$ cat src/design/imh_pkg.sv
// ----------------------------------------------------------------------------
// imh_pkg: indexed min-heap queue shared types
// Entry layout, operation and status codes, and memory request bundles.
// ----------------------------------------------------------------------------
package imh_pkg;

  localparam int CAPACITY  = 64;
  localparam int ID_COUNT  = 64;
  localparam int KEY_WIDTH = 32;
  localparam int ID_W      = 6;
  localparam int SLOT_W    = 7;
  localparam int ADDR_W    = $clog2(CAPACITY);

  typedef logic signed [KEY_WIDTH-1:0] key_t;
  typedef logic [ID_W-1:0]             id_t;
  typedef logic [SLOT_W-1:0]           slot_t;
  typedef logic [ADDR_W-1:0]           addr_t;

  typedef struct packed {
    key_t key;
    id_t  id;
  } entry_t;

  typedef enum logic [1:0] {
    OP_ENQ  = 2'd0,
    OP_DEQ  = 2'd1,
    OP_REM  = 2'd2,
    OP_PEEK = 2'd3
  } op_e;

  typedef enum logic [2:0] {
    ST_OK     = 3'd0,
    ST_EMPTY  = 3'd1,
    ST_FULL   = 3'd2,
    ST_ABSENT = 3'd3,
    ST_DUP    = 3'd4
  } status_e;

  typedef struct packed {
    logic   we;
    addr_t  waddr;
    entry_t wdata;
    addr_t  raddr_a;
    addr_t  raddr_b;
  } heap_req_t;

  typedef struct packed {
    logic  we;
    id_t   waddr;
    slot_t wdata;
    id_t   raddr;
  } slot_req_t;

endpackage

$ cat src/design/imh_heap_mem.sv
// ----------------------------------------------------------------------------
// imh_heap_mem: heap slot storage
// One write port, two registered read ports; index is heap slot minus one.
// ----------------------------------------------------------------------------
module imh_heap_mem (
  input  logic               clk_i,
  input  imh_pkg::heap_req_t req_i,
  output imh_pkg::entry_t    rdata_a_o,
  output imh_pkg::entry_t    rdata_b_o
);

  imh_pkg::entry_t mem_q [imh_pkg::CAPACITY];

  always_ff @(posedge clk_i) begin
    if (req_i.we) begin
      mem_q[req_i.waddr] <= req_i.wdata;
    end
    rdata_a_o <= mem_q[req_i.raddr_a];
    rdata_b_o <= mem_q[req_i.raddr_b];
  end

endmodule

$ cat config.mk
export PLATFORM = sky130hd
export DESIGN_NAME = imh_heap_mem
export DESIGN_NICKNAME = d
export VERILOG_FILES = /design/src/design/imh_pkg.sv /design/src/design/imh_heap_mem.sv
export SDC_FILE = /design/constraint.sdc
export NUM_CORES = 2
export LEC_CHECK = 0
export BUFFER_PORTS_ARGS = -buffer_cell sky130_fd_sc_hd__buf_4
export CAP_MARGIN = 20
export CORE_MARGIN = 4
export CORE_UTILIZATION = 44
export DETAILED_ROUTE_END_ITERATION = 6
export GPL_ROUTABILITY_DRIVEN = 0
export PLACE_DENSITY = 0.57
export SLEW_MARGIN = 30
export SYNTH_ARGS = -nofsm -noshare
export SYNTH_HDL_FRONTEND = slang
export SYNTH_SLANG_ARGS = --single-unit
$ cat constraint.sdc
create_clock -name clk_i -period 3.28 [get_ports clk_i]
set_input_delay 0 -clock clk_i [delete_from_list [all_inputs] [get_ports clk_i]]
set_output_delay 0 -clock clk_i [all_outputs]
set_load 0.1 [all_outputs]
# Yosys cells after proc, flatten, opt, wreduce, memory -nomap -nowiden
# Memories as Yosys holds them, arrays and structs flattened. A register that Yosys moved wholly into a read port is not among the register bits.
# Cells that the tools add are included.
# word_totals
register_bits	0
ramBits	2432
input_bits	58
output_inout_bits	76
wordCells	3
memories	1
# memory_table
name	depth	width	read_ports	rd_clocked_by_memory_dff	wr	line	text
mem_q	64	38	2	2	1	imh_heap_mem.sv:12	imh_pkg::entry_t mem_q [imh_pkg::CAPACITY];
# classes
muxes	2
# ops
op	n
$mux W1	2

# Depth between registers and ports, before layout
# logic_depth
word_depth	2
depth_mapped	10
ltp_nobuf	5

# Worst setup path after synthesis
# No wires, ideal clock.
# synth_path
path_kind	input to register
startpoint	in req_i[53] (netlist name)
endpoint	mem mem_q[48][0] (netlist name), enable pin
setup_time_ns	0.480
arrival_time_ns	3.127
t_required_ns	2.800
setup_slack_ns	-0.328
stages	4
n_path_buf	1
cell_sequence	clkbuf_1 -> nor2b_1 -> nand4b_1 -> nor3_1
# synth_rtl
item	line	text
start: declaration	imh_heap_mem.sv:7	input imh_pkg::heap_req_t req_i,
end: declaration	imh_heap_mem.sv:12	
# Straight into the memory's write port.

==> impl_metrics.tcl <==
set metrics [dict create \
    final_util 0.5124 \
    grt_pass1_vias 62885 \
    finalSetupViolCount 0 \
    slowest_delay_ns 0.56 \
    wl_per_cell_um 41.51 \
    worstPathArrival_ns 3.65 \
    grt_use_total 0.2860 \
    grt_first_pass_wirelength_mm 522.8 \
    min_from "req_i[1]" \
    cts_inserted_buffers 295 \
    worstMarginPinSlew_ns 1.030 \
    die_width_um 516.0 \
    vdd_ir_drop_max_mv 0.5859 \
    path_class "in2reg" \
    ctsResizeCount 0 \
    postPlaceCellArea_um2 121700 \
    cp_max_fo 24 \
    hold_class "in2reg" \
    grt_max_degree 65 \
    syn_nets 5134 \
    place_ws_ns 0.2069 \
    fin_setup_tns_ns 0 \
    tritoncts "done" \
    fin_nets 5594 \
    startpoint "req_i[6]" \
    hpwl_mm 228.5 \
    final_common_cell "edfxtp_1" \
    vias_per_cell 6.790 \
    rsz0062_at_grt "no" \
    synthCells 5076 \
    holdWs_ns 0.05990 \
    antenna_found_initial 45 \
    fmax_mhz 347.9 \
    syn_to_final_growth_pct 15.85 \
    design_area_um2 131500 \
    maxCapViolCount 0 \
    required_ns 4.06 \
    die_area_um2 266200 \
    critical_path.slowest_cell "dlygate4sd3_1" \
    status "finished clean" \
    dieHeight_um 516.0 \
    ys_seq_area_frac 0.6566 \
    drc_errors 0 \
    power_density_nw_per_um2 564.9 \
    slew_headroom 0.3119 \
    clk_pin_slew_ns 0.06 \
    routed_wl_mm 379.6 \
    fin_crit_ns 2.875 \
    htree_levels 5 \
    synth_cell_type_count 38 \
    start_util 0.4423 \
    layout-drive-gt1-share 0.4282 \
    leakage_nw 41.48 \
    reg2reg_from "mem_q[2][22]$_DFFE_PP_" \
    final.setup.worst_slack_ns 0.4054 \
    core-area_um2 256700 \
    end_kind "register" \
    drv_slew 0 \
    final_cells 9145 \
    antenna_left 0 \
    grt-ovfl-total 0 \
    ys_ff_latch 2508 \
    io_pins 134 \
    total_power_mw 74.30 \
    worst_skew_pair.late_latency_ns 0.95 \
    clock_path_buffers 4 \
    most-common-layout-cells "edfxtp_1, mux4_2, buf_4, clkbuf_16, mux2i_1" \
    dpl.cell_count 8566 \
    root_buffer "clkbuf_16" \
    port_buffers 133 \
    cp-start-kind "input port" \
    cts_sinks 2508 \
    finalCritPeriodShare 0.8764 \
    fin_skew_ns 0.07799 \
    dr.pass1.iters 6 \
    final_hold_viol_count 0 \
    rows 186 \
    syn_area_per_cell_um2 22.37 \
    synth.cell_area_um2 113500 \
    vias 62096 \
    path_cells "dlygate4sd3_1 > buf_8 > buf_12 > buf_12 > buf_4 > mux4_2 > mux2_2 > nand2_1 > o311ai_0 > a31o_2 > dlygate4sd3_1" \
    drt_iter0_drc 7736 \
    yosysWarnings 0 \
]
-- final cells by class --
type                       count  area (um^2)
timing repair buffer         568         5922
multi-input combinational   2162        37570
fill                       19915       125200
clock buffer                 372         7958
tap                         3384         4234
inverter                       1        3.754
antenna                       12        30.03
sequential                  2508        74550
clock inverter               138         1257
-- worst paths after layout --
check	to	slack, ns	cells past startpoint
min reg2reg	rdata_a_o[8]$_DFF_P_	0.89	4
min	rdata_b_o[30]$_DFF_P_	0.06	6
max	rdata_a_o[35]$_DFF_P_	0.41	11
max reg2reg	rdata_b_o[22]$_DFF_P_	0.60	5
-- flip-flops by register name (all words and copies together) (netlist names) --
register,flops
rdata_b_o,38
rdata_a_o,38
mem_q,2432
-- cell usage after synthesis --
cell       instances  area [um^2]
clkbuf_1         152        570.6
buf_6             13        146.4
mux2i_1          159         1592
o221ai_1           1        8.760
edfxtp_1        2432        73030
mux4_2          1415        31870
or2_2              1        6.260
o21ai_0            4        20.02
a31o_2             1        8.760
and2_1             2        12.51
nor2_1            80        300.3
a211o_1            1        8.760
o311ai_0           1        8.760
buf_2            158        790.8
a221o_1            2        20.02
nand2b_1          15        93.84
nor2b_1           47        294.0
or3b_2             2        17.52
nor3_1             2        10.01
a21oi_1           45        225.2
nand3_1           22        110.1
or3_1              1        6.260
o22ai_1           11        68.82
mux2_2            43        484.2
o211ai_1          41        307.8
nand3b_1           4        30.03
a211oi_1          47        352.8
nand4b_1           1        8.760
nand2_1          119        446.7
buf_4             34        255.2
o2111ai_1          1        8.760
o221a_2            4        45.04
dfxtp_1           76         1521
a22o_1             2        17.52
a22oi_1           86        645.6
buf_1             48        180.2
inv_1              1        3.750
nand4_1            2        12.51
-- metal layers --
metal / global-route usage / part of all wire / up-vias
met5: 0 / 0.00015 / -
met4: 0.1095 / 0.045 / 8
met3: 0.06079 / 0.091 / 747
met2: 0.4540 / 0.48 / 3502
met1: 0.3919 / 0.39 / 34292
li1: - / - / 23547
-- cells by family (layout without fill, tap and decap cells) --
group | count (synthesis) | count (layout) | share of synthesized area
AOI/OAI and AO/OA | 247 | 247 | 0.01538
DFF | 2508 | 2508 | 0.6566
and+or+nand+nor | 298 | 298 | 0.01188
muxes | 1617 | 1617 | 0.2990
other | 0 | 12 | 0
buffers and inverters | 406 | 1079 | 0.01715
-- power by group --
group / internal [mW] / switching, mW
sequential: 35.5 / 0.407
clock: 18.7 / 12.8
combinational: 2.70 / 4.17
-- worst max-delay path, delay by kind of cell --
kind | cells | cell delay [ns]
AO/OA/AOI/OAI | 2 | 0.42
buffers and inverters | 6 | 2.18
multiplexers | 2 | 0.82
AND/OR/NAND/NOR | 1 | 0.07
-- timing repair --
| action | CTS | global route |
|---|---|---|
| hold endpoints to repair | 2878 | 0 |
| hold buffers | 57 | 0 |
| setup endpoints to repair | 0 | 0 |
| buffers inserted | 0 | 0 |
(Power assumes the default switching activity.)
