## src/design/imh_pkg.sv

```systemverilog
// ----------------------------------------------------------------------------
// imh_pkg: indexed min-heap queue shared types
// Entry layout, operation and status codes, and memory request bundles.
// ----------------------------------------------------------------------------
package imh_pkg;

  localparam int CAPACITY  = 64;
  localparam int ID_COUNT  = 64;
  localparam int KEY_WIDTH = 32;
  localparam int ID_W      = 6;
  localparam int SLOT_W    = 7;
  localparam int ADDR_W    = $clog2(CAPACITY);

  typedef logic signed [KEY_WIDTH-1:0] key_t;
  typedef logic [ID_W-1:0]             id_t;
  typedef logic [SLOT_W-1:0]           slot_t;
  typedef logic [ADDR_W-1:0]           addr_t;

  typedef struct packed {
    key_t key;
    id_t  id;
  } entry_t;

  typedef enum logic [1:0] {
    OP_ENQ  = 2'd0,
    OP_DEQ  = 2'd1,
    OP_REM  = 2'd2,
    OP_PEEK = 2'd3
  } op_e;

  typedef enum logic [2:0] {
    ST_OK     = 3'd0,
    ST_EMPTY  = 3'd1,
    ST_FULL   = 3'd2,
    ST_ABSENT = 3'd3,
    ST_DUP    = 3'd4
  } status_e;

  typedef struct packed {
    logic   we;
    addr_t  waddr;
    entry_t wdata;
    addr_t  raddr_a;
    addr_t  raddr_b;
  } heap_req_t;

  typedef struct packed {
    logic  we;
    id_t   waddr;
    slot_t wdata;
    id_t   raddr;
  } slot_req_t;

endpackage

```

## src/design/imh_slot_tab.sv

```systemverilog
// ----------------------------------------------------------------------------
// imh_slot_tab: id to heap slot table
// Registered read; per-id valid bits make unwritten ids read as slot zero.
// ----------------------------------------------------------------------------
module imh_slot_tab (
  input  logic               clk_i,
  input  logic               rst_ni,
  input  imh_pkg::slot_req_t req_i,
  output imh_pkg::slot_t     rdata_o
);

  imh_pkg::slot_t              mem_q [imh_pkg::ID_COUNT];
  logic [imh_pkg::ID_COUNT-1:0] vld_q;
  imh_pkg::slot_t              rd_q;
  logic                        rd_vld_q;

  always_ff @(posedge clk_i or negedge rst_ni) begin
    if (!rst_ni) begin
      vld_q    <= '0;
      rd_vld_q <= 1'b0;
    end else begin
      if (req_i.we) begin
        vld_q[req_i.waddr] <= 1'b1;
      end
      rd_vld_q <= vld_q[req_i.raddr];
    end
  end

  always_ff @(posedge clk_i) begin
    if (req_i.we) begin
      mem_q[req_i.waddr] <= req_i.wdata;
    end
    rd_q <= mem_q[req_i.raddr];
  end

  assign rdata_o = rd_vld_q ? rd_q : '0;

endmodule
```

## config.mk

```make
export PLATFORM = sky130hd
export DESIGN_NAME = imh_slot_tab
export DESIGN_NICKNAME = d
export VERILOG_FILES = /design/src/design/imh_pkg.sv /design/src/design/imh_slot_tab.sv
export SDC_FILE = /design/constraint.sdc
export NUM_CORES = 1
export LEC_CHECK = 0
export ABC_CLOCK_PERIOD_IN_PS = 2400
export BUFFER_PORTS_ARGS = -buffer_cell sky130_fd_sc_hd__clkbuf_2
export CAP_MARGIN = 20
export CELL_PAD_IN_SITES_DETAIL_PLACEMENT = 0
export CELL_PAD_IN_SITES_GLOBAL_PLACEMENT = 2
export CORE_MARGIN = 2
export CORE_UTILIZATION = 40
export CTS_CLUSTER_DIAMETER = 150
export DETAILED_ROUTE_END_ITERATION = 6
export GPL_TIMING_DRIVEN = 0
export PLACE_DENSITY_LB_ADDON = 0.25
export SLEW_MARGIN = 20
export SYNTH_ARGS = -nofsm -noshare
export SYNTH_HDL_FRONTEND = slang
export SYNTH_SLANG_ARGS = --single-unit
```

## constraint.sdc

```tcl
create_clock -name clk_i -period 2.4 [get_ports clk_i]
set_clock_uncertainty 0.2 [all_clocks]
set_input_delay 0.48 -clock clk_i [delete_from_list [all_inputs] [get_ports clk_i]]
set_output_delay 0.48 -clock clk_i [all_outputs]
set_load 0.005 [all_outputs]
```

After elaboration in Yosys (flattened, before gate mapping)
Memory sizes are Yosys's and may differ from the RTL's. A register that Yosys moved wholly into a read port is not among the register bits.
Cells that the tools add are included.

cells by class
  bitwise logic cells = 1
  muxes and demuxes = 7
  $lt $le $gt $ge = 3
  reduce and logical (&&, ||, !) cells = 1

operators with widths
  cell                                                                count
  bitwise OR 64 bit                                                   1
  < comparator 6 x 7 -> 1 bit (second input constant)                 2
  two-way mux 7 bit                                                   1
  binary-select mux 1 bit (select 6 bit)                              1
  demux 1 bit (select 6 bit)                                          1
  greater-or-equal comparator 6 x 1 -> 1 bit (second input constant)  1
  two-way mux 1 bit                                                   4
  logical AND 1 bit                                                   1

storage, ports and cells
  memory bits (writable) = 448
  memories = 1
  input port bits = 22
  output and inout port bits = 7
  flip-flop bits (word level) = 65

memory list
  name   words  width  rd ports  clocked after memory_dff  write ports  RTL line            source
  mem_q  64     7      1         1                         1            imh_slot_tab.sv:12  imh_pkg::slot_t mem_q [imh_pkg::ID_COUNT];

Logic depth before layout (Yosys ltp)
Gate-level depths: netlist (run 1).

  depth in word-level cells = 5
  mapped depth = 8

Worst setup path before layout (run 1)
Ideal clock, no wire load.

  path type = input -> register
  start = input port req_i[16] in the netlist's numbering
  end = memory mem_q[48][0] in the netlist's numbering, enable pin
  path buffers = 1
  arrival time = 1.692 ns
  setup time = 0.382 ns
  stages on the path = 4
  path slack = 0.126 ns
  path through = clkbuf_1 nand4b_1 or2_2 nor3_1

RTL lines
  what                RTL line            source
  start: declaration  imh_slot_tab.sv:8   input imh_pkg::slot_req_t req_i,
  end: declaration    imh_slot_tab.sv:12

Straight into the memory's write port.

Worst setup path in the final report (run 1)
  start = input port req_i[15] in the netlist's numbering
  end = memory mem_q[37][0] in the netlist's numbering, enable pin

Straight into the memory's write port.

==> key figures, run 1 <==
Job
  – Max cap viols: 0

Routing
  – Post-route ant nets: 0
  – Initial drt markers: approximately 860
  – DR WL met3: just under 3000 um
  – Post-DR vias/cell: 5.553
  – DRT Pass-1 Iters: 4
  – Vias post-DR: 10,035
  – # DRC: 0
  – Wire per inst: 28.48 um
  – Total Wirelength: slightly above 50,000 um
  – Top Metal Used: met4
  – M1 wire length: around 23,000 um
  – WL met2: approximately 24,000 um

Worst setup path
  – Startpoint Class: primary input
  – Crit-path cells: clkbuf_1 > nor2b_1 > nand3_1 > nor2_2
  – Critical Path Start: req_i[15]
  – Worst Path Required: between 2000 and 2500 ps
  – Slowest CP cell: nor2_2
  – CP max stage delay: 730 ps
  – CP Data Arrival Time: 2520 ps
  – R2R Path Start: mem_q[55][1]$_DFFE_PP_
  – WS Path Type: primary input to flop
  – CP endpoint kind: flop
  – Worst Path Max Fanout: 10

Timing
  – Slew headroom: roughly 40%
  – Fin crit share: 103.6%
  – FMAX: between 400 and 500 MHz
  – Min Tclk post-route: ~2500 ps
  – Slew Limit Fails: 0
  – Final setup vio count: 44
  – Final WS setup: -86.71 ps
  – Worst slew pin tran: 899.9 ps
  – Endpoints failing hold: 0
  – Fin Setup TNS: -1733 ps
  – RSZ-0062 raised after global routing: yes
  – Hold slack: about 210 ps

Synthesis
  – Syn Std Cell Area: around 0.02 sq mm
  – Mapped Avg Cell Area: approximately 20 sq um
  – EDFF count, synth: between 400 and 500
  – Sequential area share after synthesis: 75.30%
  – Syn Nets: a little over 1,000
  – Yosys Warn Count: 0
  – Post-Syn Instances: 1,009
  – Number of synthesized register bits: 520
  – Post-synth top flop: edfxtp_1
  – Asr flop ratio synth: 12.50%
  – Distinct cells, synth: 40

Placed design
  – Port Buffer Count: 20
  – RD Place Congestion: about 0.84
  – Area after DPL: ~0.021 sq mm
  – DP HPWL: between 30,000 and 40,000 um

Clock tree
  – Clock transition at path regs: ~60 ps
  – Insertion delay to the later sink of the worst-skew pair: about 600 ps
  – CTS tree: built
  – TritonCTS Buffers: 55
  – H-tree levels: 2
  – Clock buffer depth: 3
  – Clk sinks: 520
  – Clock Root Buffer: clkbuf_16

Power
  – Leak pwr: slightly below 8 nW
  – Pwr dens: 881.6 mW/mm^2
  – Max VDD drop: 0.6048 mV
  – Power, Total: 20.53 mW

GRT
  – Initial antenna violation count: 0
  – Total GRT Usage: about 20%
  – Largest net degree at the start of global routing: 65
  – Vias in the first global route: around 10,000
  – GRT overflow: 0
  – First-pass GRT wire length: 74,360 um

Floorplan
  – Core Box Area: 0.05007 sq mm
  – Die ar.: about 0.052 sq mm
  – Die H: ~230 um
  – Ports: 29
  – Rows: 82
  – Starting Density: about two fifths
  – Width of the die: between 200 and 250 um

Finish
  – Final nets: 1,111
  – Multi-input gate area in the final layout: 0.004822 sq mm
  – Number of fill cells: roughly 4,300
  – Most common cell after layout, fill and taps aside: edfxtp_1
  – Register area: ~0.015 sq mm
  – Area Overhead vs Synth: 15.22%
  – Final Cell Area: ~0.023 sq mm
  – Most frequent cells in the layout: 448 x edfxtp_1, 131 x mux4_2, 65 x or2_2, 65 x dfrtp_1, 57 x clkbuf_16
  – Share of cells above drive strength 1: 33.69%

Outcome
  – Outcome: finished with violations
  – Violated checks: negative setup slack

Min path
  – Tightest Hold Check Type: primary input to asynchronous set/reset pin
-- worst max-delay path, delay by kind of cell --
kind	cells	cell delay (ps)
simple gates	3	1620
buf+inv	1	410
-- report_power, final --
| part | leakage [nW] | internal, mW | switching, mW | total [mW] |
|---|---|---|---|---|
| combinational | 1.86 | 0.569 | 0.753 | 1.32 |
| sequential | 4.90 | 10.1 | 0.113 | 10.2 |
| clock | 0.934 | 5.47 | 3.52 | 9.00 |
-- final timing paths --
kind                       cells after the start                endpoint  slack, ps
hold reg to reg                                1   vld_q[39]$_DFFE_PN0P_        260
setup / recovery                               4  mem_q[37][0]$_DFFE_PP_        -90
setup reg to reg                               4         rd_q[1]$_DFF_P_        190
hold / removal                                 2   vld_q[19]$_DFFE_PN0P_        210
min in group clk_i                             3         rd_q[4]$_DFF_P_        220
max in group asynchronous                      3   vld_q[48]$_DFFE_PN0P_       1150
-- cells in the mapped netlist (2+ instances only) --
master,n,area (sq um)
o21a_1,4,30.03
o211ai_1,2,15.01
a21oi_1,6,30.03
nor2_1,81,304.0
nor3_1,10,50.05
nor2b_1,11,68.82
o221ai_1,11,96.34
buf_1,6,22.52
mux2i_1,18,180.2
o21ai_1,5,25.02
a31oi_1,5,31.28
dfxtp_1,7,140.1
or2_2,65,406.6
buf_4,9,67.56
nand3b_1,5,37.54
and2_1,7,43.79
nand2b_1,7,43.79
buf_2,17,85.08
nand2_1,18,67.56
a22oi_1,4,30.03
o22ai_1,11,68.82
mux4_2,131,2950
edfxtp_1,448,13450
dfrtp_1,65,1627
nand3_1,13,65.06
and3_1,3,18.77
o41ai_1,4,35.03
a2111oi_0,5,43.79
clkbuf_1,18,67.56
buf_6,3,33.78
-- layer usage --
layer	global-route usage [%]	up-vias
met5	0	-
li1	-	4242
met4	6.169	0
met2	31.29	333
met3	3.119	72
met1	29.08	5388
-- cells by family after synthesis --
family,synth area share (%)
DFF,75.30
and+or+nand+nor,5.664
muxes,15.54
AOI/OAI and AO/OA,2.086
buffers and inverters,1.411
-- timing repair --
| action | 4_1_cts | 5_1_grt |
|---|---|---|
| resized for setup | 26 | 27 |
| endpoints found under the setup margin | 117 | 188 |
| endpoints found under the hold margin | 27 | 0 |
| hold buffers | 1 | 0 |
| setup buffers | 0 | 1 |
-- state kept, by name (all words and copies together) (netlist names) --
register	flops
rd_q	7
rd_vld_q	1
vld_q	64
mem_q	448
-- cell type report --
class                           instances  area share, %
Buffer                                 54          1.359
Clock buffer                           73          6.640
Inverter                                1        0.01612
Clock inverter                         29          1.601
Multi-Input combinational cell        434          20.70
Tap cell                              672          3.610
Sequential cell                       520          65.35
Timing Repair Buffer                   23         0.7091
Antenna cell                            1        0.01074
-- stage by stage --
step                      utilization, %  setup slack [ps]  std cells
final                              46.52            -86.71       1807
after global routing               46.51            -141.0       1806
after CTS                          46.34            -157.5       1805
after detailed placement           42.37            -957.0       1702
after global placement             42.25            -986.9       1701
after floorplan                        -             126.0       1009
Note: power is estimated with default switching activity, not from simulation.
==> inputs of run 2 (changes only) <==
--- a/config.mk
+++ b/config.mk
@@ -10,6 +10,7 @@
 export CAP_MARGIN = 20
 export CELL_PAD_IN_SITES_DETAIL_PLACEMENT = 0
 export CELL_PAD_IN_SITES_GLOBAL_PLACEMENT = 2
+export CORE_ASPECT_RATIO = 2
 export CORE_MARGIN = 2
 export CORE_UTILIZATION = 40
 export CTS_CLUSTER_DIAMETER = 150
==> run 2 against run 1 <==
Final area shrank 1.3%. Maximum frequency shrank 1.7%. Clock-buffer cell count shrank 9. Non-clock buffer count shrank 2. Register-to-register slack gained 50 ps. Setup slack lost 44 ps. First-iteration DRC count shrank 14%. Via count shrank 2.4%. The run still ends with negative setup slack left. Core utilization shrank 0.50 points. Combinational power grew 3%.
==> key figures, run 2 (synthesis results as in run 1) <==
Finish
  – Reg with most FFs: mem_q
  – Register area: 0.01522 sq mm (unchanged)
  – Finished Core Util: 46.02% (-0.50 points)
  – Area Overhead vs Synth: 13.67%
  – Most common cell after layout, fill and taps aside: edfxtp_1
  – Most frequent cells in the layout: 448 x edfxtp_1, 131 x mux4_2, 65 x or2_2, 65 x dfrtp_1, 47 x clkbuf_16
  – Final nets: 1,099 (-1.1%)
  – Share of cells above drive strength 1: 33.69% (about the same)
  – Top Registers: mem_q x448, vld_q x64, rd_q x7
  – Diode count: 0 (-1)
  – Multi-input gate area in the final layout: 0.004920 sq mm (+2.0%)
  – Number of fill cells: 4,304 (-0.070%)
  – Max reg flops: 448 (unchanged)

Power
  – Power, Total: 19.24 mW (-6.3%)
  – Flop pwr share: 53.1% (+3.3 points)
  – Pwr dens: 837.4 mW/mm^2 (-5.0%)
  – Switching fraction of total power: 21.56% (+0.19 points)
  – Leak pwr: 7.531 nW (-2.1%)
  – Clk pwr share: 39.9% (-3.9 points)
  – P_int: 15.09 mW (-6.5%)
  – Max VDD drop: 0.5434 mV (-10%)
  – Switch Pwr: 4.147 mW (-5.5%)
  – Gate power share: 7.1% (+0.7 points)

Routing
  – Total Wirelength: 54,070 um (+5.1%)
  – Post-DR vias/cell: 5.561 (+0.14%)
  – Wire per inst: 30.69 um (+7.8%)
  – DRT Pass-1 Iters: 5 (+1)
  – Initial drt markers: 740 (-14%)
  – # DRC: 0 (unchanged)
  – Post-route ant nets: 0 (unchanged)
  – Vias post-DR: 9,799 (-2.4%)

Timing
  – RSZ-0062 raised after global routing: yes
  – FMAX: 395.2 MHz (-1.7%)
  – Final WS setup: -130.2 ps (-43.50 ps)
  – Slew headroom: 34.94% (-4.8 points)
  – Worst slew pin tran: 973.2 ps (+73.29 ps)
  – Fin crit share: 105.4% (+1.8 points)
  – Hold slack: 191.1 ps (-23.91 ps)
  – Slew Limit Fails: 0 (unchanged)
  – Min Tclk post-route: 2530 ps (+43.50 ps)
  – Final setup vio count: 82 (+86%)
  – Endpoints failing hold: 0 (unchanged)

Floorplan
  – Starting Density: 40.48% (+0.11 points)
  – Die ar.: 0.05246 sq mm (+0.21%)
  – Core Box Area: 0.04993 sq mm (-0.28%)
  – Die H: 321.9 um (+41%)
  – Width of the die: 163.0 um (-29%)
  – Ports: 29 (unchanged)
  – Rows: 116 (+41%)

Min path
  – Tightest Hold Check Type: primary input to asynchronous set/reset pin

Job
  – Max cap viols: 0 (unchanged)

GRT
  – Initial antenna violation count: 0 (unchanged)
  – Total GRT Usage: 21.19% (+1.2 points)
  – First-pass GRT wire length: 76,940 um (+3.5%)
  – Vias in the first global route: 10,570 (+0.89%)
  – GRT overflow: 0 (unchanged)
  – Largest net degree at the start of global routing: 65 (unchanged)

Clock tree
  – Clock buffer depth: 3 (unchanged)
  – Clk sinks: 520 (unchanged)
  – Clock transition at path regs: 60 ps (about the same)
  – Clock Root Buffer: clkbuf_16
  – TritonCTS Buffers: 45 (-18%)
  – Post-CTS setup buffer count: 0 (unchanged)
  – H-tree levels: 2 (unchanged)
  – Insertion delay to the later sink of the worst-skew pair: 580 ps (-30 ps)
  – CTS tree: built

Worst setup path
  – CP endpoint kind: flop
  – Worst Path Buf+Inv: 1 (unchanged)
  – Startpoint Class: primary input
  – Worst Path Required: 2400 ps (-30 ps)
  – CP max stage delay: 900 ps (+170 ps)
  – CP Data Arrival Time: 2530 ps (about the same)
  – Worst Path Max Fanout: 10 (unchanged)
  – Slowest CP cell: nor2_1
  – CP delay by family, top: simple AND/OR/NAND/NOR gates
  – WS Path Type: primary input to flop
  – Crit-path cells: clkbuf_1 > nand4_1 > nor2_1

Placed design
  – DP HPWL: 37,400 um (+15%)
  – Port Buffer Count: 20 (unchanged)
  – RD Place Congestion: 0.9150 (+8.8%)

Outcome
  – Violated checks: negative setup slack
  – Outcome: finished with violations
-- run 2: changes by cell type in the layout (fill, tap and decap cells not counted), sizes merged, moves of 3 or more --
cell,before,now
clkbuf,114,106
clkinv,16,12
clkinvlp,4,0
buf,34,31
bufinv,9,6
-- run 2: layer usage --
metal	GRT usage [%]	wire [um]	part of all wire (%)
met5	0	0	0
met4	8.791	2452	4.5
met3	2.459	1842	3.4
met2	41.08	31010	57
met1	22.88	18770	35
-- run 2: path summary, 6_finish.rpt --
kind / start / to / slack [ps] / depth (start not counted)
worst max-delay path: req_i[14] / mem_q[47][6]$_DFFE_PP_ / -130 / 3
worst min-delay path: rst_ni / vld_q[61]$_DFFE_PN0P_ / 190 / 2
worst max register to register: mem_q[39][3]$_DFFE_PP_ / rd_q[3]$_DFF_P_ / 240 / 5
worst min register to register: vld_q[34]$_DFFE_PN0P_ / vld_q[34]$_DFFE_PN0P_ / 260 / 1
max in group asynchronous: rst_ni / vld_q[27]$_DFFE_PN0P_ / 1190 / 3
min in group clk_i: vld_q[34]$_DFFE_PN0P_ / vld_q[34]$_DFFE_PN0P_ / 260 / 1
-- run 2: layout make-up --
type | instances | share of cell area (%)
multi-input cells | 434 | 21.41
well taps | 649 | 3.534
flip-flops and latches | 520 | 66.24
plain buffers | 53 | 1.410
clock inverters | 19 | 1.046
clock buffers | 64 | 5.658
inverters | 1 | 0.01634
repair buffers | 22 | 0.6861
-- run 2: what timing repair did --
item,4_1_cts,5_1_grt
hold buffers,1,0
endpoints found under the hold margin,24,0
pin swaps,0,1
setup endpoints to repair,163,224
gates resized for setup,39,43
-- run 2: stage by stage --
step                setup TNS, ps  setup WS, ps  instance area [sq um]  instances
floorplan                       0         126.0                  20210       1009
global placement          -271680        -975.5                  21130       1678
detailed placement        -274560        -965.0                  21180       1679
CTS                         -7858        -175.4                  22870       1762
global route                -7001        -150.3                  22980       1762
finish                      -5553        -130.2                  22980       1762
-- run 2: power by group through the flow --
stage / Combinational, mW / Clock [mW] / Sequential, mW
finish: 1.36 / 7.67 / 10.2
floorplan: 0.784 / 0 / 10.4
global placement: 1.31 / 0 / 10.4
detailed placement: 1.35 / 0 / 10.4
CTS: 1.38 / 7.80 / 10.2
global route: 1.45 / 8.06 / 10.2
